===== src/rtl/swc3_pkg.sv =====
// package: types, constants and pair tables for the sliding window covariance block
`timescale 1ns / 1ps
package swc3_pkg;

    localparam int MAX_WINDOW  = 128;
    localparam int SAMPLE_BITS = 16;
    localparam int ADDR_W      = $clog2(MAX_WINDOW);
    localparam int COUNT_W     = $clog2(MAX_WINDOW + 1);
    localparam int ASUM_W      = SAMPLE_BITS + ADDR_W + 1;
    localparam int PSUM_W      = 2 * SAMPLE_BITS + ADDR_W + 1;
    localparam int MUL_A_W     = PSUM_W;
    localparam int MUL_B_W     = ASUM_W;
    localparam int MUL_P_W     = MUL_A_W + MUL_B_W;
    localparam int NUM_W       = PSUM_W + COUNT_W;
    localparam int DEN_W       = 2 * COUNT_W;
    localparam int WORD_W      = 3 * SAMPLE_BITS;
    localparam int NUM_AXES    = 3;
    localparam int NUM_PAIRS   = 6;
    localparam int COV_W       = 32;
    localparam int WIN_W       = 8;
    localparam logic [WIN_W-1:0] WINDOW_RESET = 8'd100;

    typedef struct packed {
        logic signed [SAMPLE_BITS-1:0] err_x;
        logic signed [SAMPLE_BITS-1:0] err_y;
        logic signed [SAMPLE_BITS-1:0] err_z;
        logic                          sample_invalid;
    } in_item_t;

    typedef struct packed {
        logic signed [COV_W-1:0] cov_xx;
        logic signed [COV_W-1:0] cov_yy;
        logic signed [COV_W-1:0] cov_zz;
        logic signed [COV_W-1:0] cov_xy;
        logic signed [COV_W-1:0] cov_xz;
        logic signed [COV_W-1:0] cov_yz;
        logic [WIN_W-1:0]        sample_count;
    } out_item_t;

    typedef enum logic [3:0] {
        S_IDLE,
        S_CHECK,
        S_EV_READ,
        S_ACC,
        S_COV_DEN,
        S_COV_MUL1,
        S_COV_MUL2,
        S_COV_SUB,
        S_COV_START,
        S_COV_DIV,
        S_DONE
    } state_t;

    // first axis of each covariance pair: xx yy zz xy xz yz
    function automatic logic [1:0] pair_a(input logic [2:0] k);
        logic [1:0] r;
        case (k)
            3'd0:    r = 2'd0;
            3'd1:    r = 2'd1;
            3'd2:    r = 2'd2;
            3'd3:    r = 2'd0;
            3'd4:    r = 2'd0;
            3'd5:    r = 2'd1;
            default: r = 2'd0;
        endcase
        return r;
    endfunction

    // second axis of each covariance pair
    function automatic logic [1:0] pair_b(input logic [2:0] k);
        logic [1:0] r;
        case (k)
            3'd0:    r = 2'd0;
            3'd1:    r = 2'd1;
            3'd2:    r = 2'd2;
            3'd3:    r = 2'd1;
            3'd4:    r = 2'd2;
            3'd5:    r = 2'd2;
            default: r = 2'd0;
        endcase
        return r;
    endfunction

endpackage


===== src/rtl/swc3_mul.sv =====
// shared signed multiplier with registered product
`timescale 1ns / 1ps
module swc3_mul
    import swc3_pkg::*;
(
    input  logic                      clk,
    input  logic signed [MUL_A_W-1:0] a,
    input  logic signed [MUL_B_W-1:0] b,
    output logic signed [MUL_P_W-1:0] p
);

    logic signed [MUL_P_W-1:0] p_reg;

    // one product per cycle
    always_ff @(posedge clk)
    begin
        p_reg <= MUL_P_W'(a) * MUL_P_W'(b);
    end

    assign p = p_reg;

endmodule


===== config.mk =====
export PLATFORM = sky130hd
export DESIGN_NAME = swc3_mul
export DESIGN_NICKNAME = d
export VERILOG_FILES = /design/src/rtl/swc3_pkg.sv /design/src/rtl/swc3_mul.sv
export SDC_FILE = /design/constraint.sdc
export NUM_CORES = 2
export LEC_CHECK = 0
export BUFFER_PORTS_ARGS = -buffer_cell sky130_fd_sc_hd__buf_2
export CORE_MARGIN = 1.5
export CORE_UTILIZATION = 30
export DETAILED_ROUTE_END_ITERATION = 7
export GPL_TIMING_DRIVEN = 0
export SLEW_MARGIN = 20
export SYNTH_ARGS = -nofsm -noshare
export SYNTH_HDL_FRONTEND = slang
export SYNTH_SLANG_ARGS = --single-unit

===== constraint.sdc =====
create_clock -name clk -period 10.8 [get_ports clk]
set_input_delay 1.62 -clock clk [delete_from_list [all_inputs] [get_ports clk]]
set_output_delay 1.62 -clock clk [all_outputs]
set_load 0.02 [all_outputs]

==> impl_metrics.csv <==
group,metric,value,unit
timing,worstMarginPinSlew,1190,ps
timing,final-setup-viol-count,0,
cts,cts_tree,"done",
finish,register_area,0.00128,mm^2
drt,drt_pass1_iterations,5,
floorplanning,floorplan.initialDensity,30.4,%
cts,cts_max_level,3,
cts,clkSlewWorstSetupHoldPaths,60,ps
cts,postCtsSetupBuffers,0,
cts,postCtsResizedCells,0,
logic_synthesis,ys_seq_elements,64,
finish,multiInputGateArea,0.0286,mm^2
drt,wl_per_cell,22.2,um
drt,via_count,25900,
timing,fin_crit_sh,90.3,%
drt,viasPerCell,4.82,
timing,setup-tns-final,0,ps
logic_synthesis,synthArstFlopShare,0,%
global_route,antenna_found_initial,14,
critical_path,worst_ep_required_time,11080,ps
timing,slew_viol_final,0,
logic_synthesis,netlist_instances,3747,
finish,nets,5053,
logic_synthesis,syn_avg_cell_area,9.14,um^2
cts,cts_buffers,9,
placement,dpl_cell_area,0.0367,mm^2
cts,hold_buffers,0,
logic_synthesis,ys_warn_count,0,
critical_path,cpMostUsedCell,"fa_1",
cts,clock_path_buffers,2,
cts,clock_sinks,64,
critical_path,critPathMaxFanout,10,
finish,largest_register_ffs,64,
placement,io_buffers,105,
global_route,gr-total-overflow,0,
timing,fin_crit,9750,ps
critical_path,slowest_stage,"clkbuf_1",
drt,drt_iter0_markers,2146,
critical_path,cpPeakStageDelay,870,ps
flow_run,maxCapViolCount,0,
critical_path,cp_top_family,"adder cells",
logic_synthesis,synth_edf_count,0,
min_path,hp-class,"input port to flop",
global_route,grt_max_degree,14,
logic_synthesis,syn_nets,4937,
run_status,status,"complete, no violations",
logic_synthesis,netlist_area,0.0343,mm^2
logic_synthesis,post_synth_num_cell_types,64,
timing,rsz0062_at_grt,"false",
cts,root_buffer,"clkbuf_16",
timing,finalHoldViolations,0,
global_route,grt_pass1_wl,175000,um
timing,max_freq,103,MHz
floorplanning,die_w,341,um
global_route,grt_usage,20.7,%
critical_path,critPathArrivalTime,10030,ps
finish,syn2layout_area_growth,7.90,%
timing,slew_headroom,20.6,%
floorplanning,rows,123,
floorplanning,die_h,341,um
finish,drive_gt1_share,3.72,%
critical_path,endpoint_kind,"flop",
critical_path,critPathKind,"input port to flop",
drt,wl,119000,um
placement,place_congestion,0.992,
finish,fillers,11800,
finish,final_area,0.0370,mm^2
drt,antenna_left,0,
floorplanning,fp.dieArea,0.116,mm^2
critical_path,crit_buf_inv,5,
critical_path,crit_chain,"buf_2, inv_1, clkbuf_1, nor2_1, fa_1, fa_1, fa_1, fa_1, fa_1, fa_1, inv_1, fa_1, inv_1, ha_1, nand2_1, a21boi_1, o21ai_1, a2111oi_2, nand3_1, a21oi_2, a211oi_4, o41ai_2, xor2_1",
floorplanning,io_pins,129,
logic_synthesis,yosysSeqAreaShare,3.74,%
logic_synthesis,synth_flop_cell,"dfxtp_1",
drt,drcViolationCount,0,
global_route,first_global_vias,27200,
placement,hpwl,103000,um
floorplanning,coreArea,0.113,mm^2
critical_path,cp-start-kind,"input port",
## cells by family after synthesis
family	Yosys count	share of synthesized area [%]
buffers and inverters	1160	12.7
AO/OA/AOI/OAI	221	4.31
adder cells (fa/ha/maj)	1125	62.1
multiplexers	2	0.0621
XOR/XNOR	66	1.69
AND/OR/NAND/NOR	1109	15.4
flip-flops	64	3.74
## cell type report
type / instances / share of cell area, %
diodes: 12 / 0.0812
multi-input cells: 2523 / 77.4
clock buffers: 10 / 0.620
well taps: 1500 / 5.08
repair buffers: 105 / 1.42
plain buffers: 192 / 1.98
inverters: 968 / 9.83
flip-flops and latches: 64 / 3.47
clock inverters: 5 / 0.0948
## per-stage QoR
stage | hold slack, ps | std cells | utilization, % | worst slack [ps]
2_1_floorplan | 1750 | 3747 | - | 2910
3_3_place_gp | 2030 | 5352 | 32.5 | 535
3_5_place_dp | 2040 | 5352 | 32.5 | 541
4_1_cts | 1710 | 5367 | 32.7 | 892
5_1_grt | 1710 | 5367 | 32.7 | 750
6_report | 1760 | 5379 | 32.8 | 1050
## worst paths after layout
path | start | end | slack (ps) | cells past startpoint
min | a[0] | p[0] | 1760 | 2
max | b[23] | p[61] | 1050 | 23
## metal layers
| layer | track usage, % | vias to the layer above | wire length (um) |
|---|---|---|---|
| met1 | 26.5 | 13500 | 46400 |
| met2 | 33.2 | 1281 | 54900 |
| met5 | 0 | - | 82 |
| met4 | 7.86 | 14 | 5600 |
| met3 | 5.93 | 256 | 12200 |
| li1 | - | 10900 | - |
## Yosys cell counts, types with 2 or more instances
| cell | number | area [um^2] |
|---|---|---|
| nor2b_1 | 9 | 56.3 |
| ha_1 | 166 | 2080 |
| o21bai_1 | 17 | 128 |
| o31ai_2 | 2 | 25.0 |
| and2_1 | 366 | 2290 |
| a31o_2 | 2 | 17.5 |
| o21a_1 | 10 | 75.1 |
| xnor2_1 | 48 | 420 |
| o21ai_1 | 3 | 15.0 |
| a21oi_1 | 68 | 340 |
| a221oi_1 | 2 | 17.5 |
| a21boi_1 | 2 | 15.0 |
| nor4_1 | 2 | 12.5 |
| xor2_1 | 18 | 158 |
| or3_1 | 3 | 18.8 |
| nand3_1 | 9 | 45.0 |
| nor2_1 | 62 | 233 |
| inv_1 | 968 | 3630 |
| a311oi_1 | 2 | 17.5 |
| o211ai_1 | 5 | 37.5 |
| and3_1 | 5 | 31.3 |
| a211oi_1 | 7 | 52.6 |
| or4_1 | 2 | 15.0 |
| a211oi_4 | 2 | 40.0 |
| o41ai_1 | 3 | 26.3 |
| fa_1 | 959 | 19200 |
| nand2_1 | 611 | 2290 |
| o21ai_0 | 36 | 180 |
| buf_2 | 5 | 25.0 |
| nand4_1 | 10 | 62.6 |
| dfxtp_1 | 64 | 1280 |
| nand2b_1 | 14 | 87.6 |
| o31a_1 | 2 | 17.5 |
| nor3_1 | 8 | 40.0 |
| a21o_1 | 31 | 233 |
| a31oi_1 | 11 | 68.8 |
| clkbuf_1 | 186 | 698 |
## cells in the final DEF (no fill, tap or decap), types with 7 or more instances in the layout
cell	count
ha_1	166
and2_1	366
buf_2	110
inv_1	968
fa_1	959
a211oi_1	7
nor3_1	8
nand2b_1	14
diode_2	12
a21o_1	31
o21a_1	10
nand2_1	611
nor2b_1	9
nand3_1	9
a31oi_1	10
clkbuf_16	9
o21bai_1	17
nor2_1	62
xnor2_1	48
o21ai_0	35
clkbuf_1	185
dfxtp_1	64
nand4_1	10
xor2_1	18
a21oi_1	68
Power is left out: the tool's default activity adds up to more than one toggle a clock period on the data nets, which glitch-free logic cannot reach.
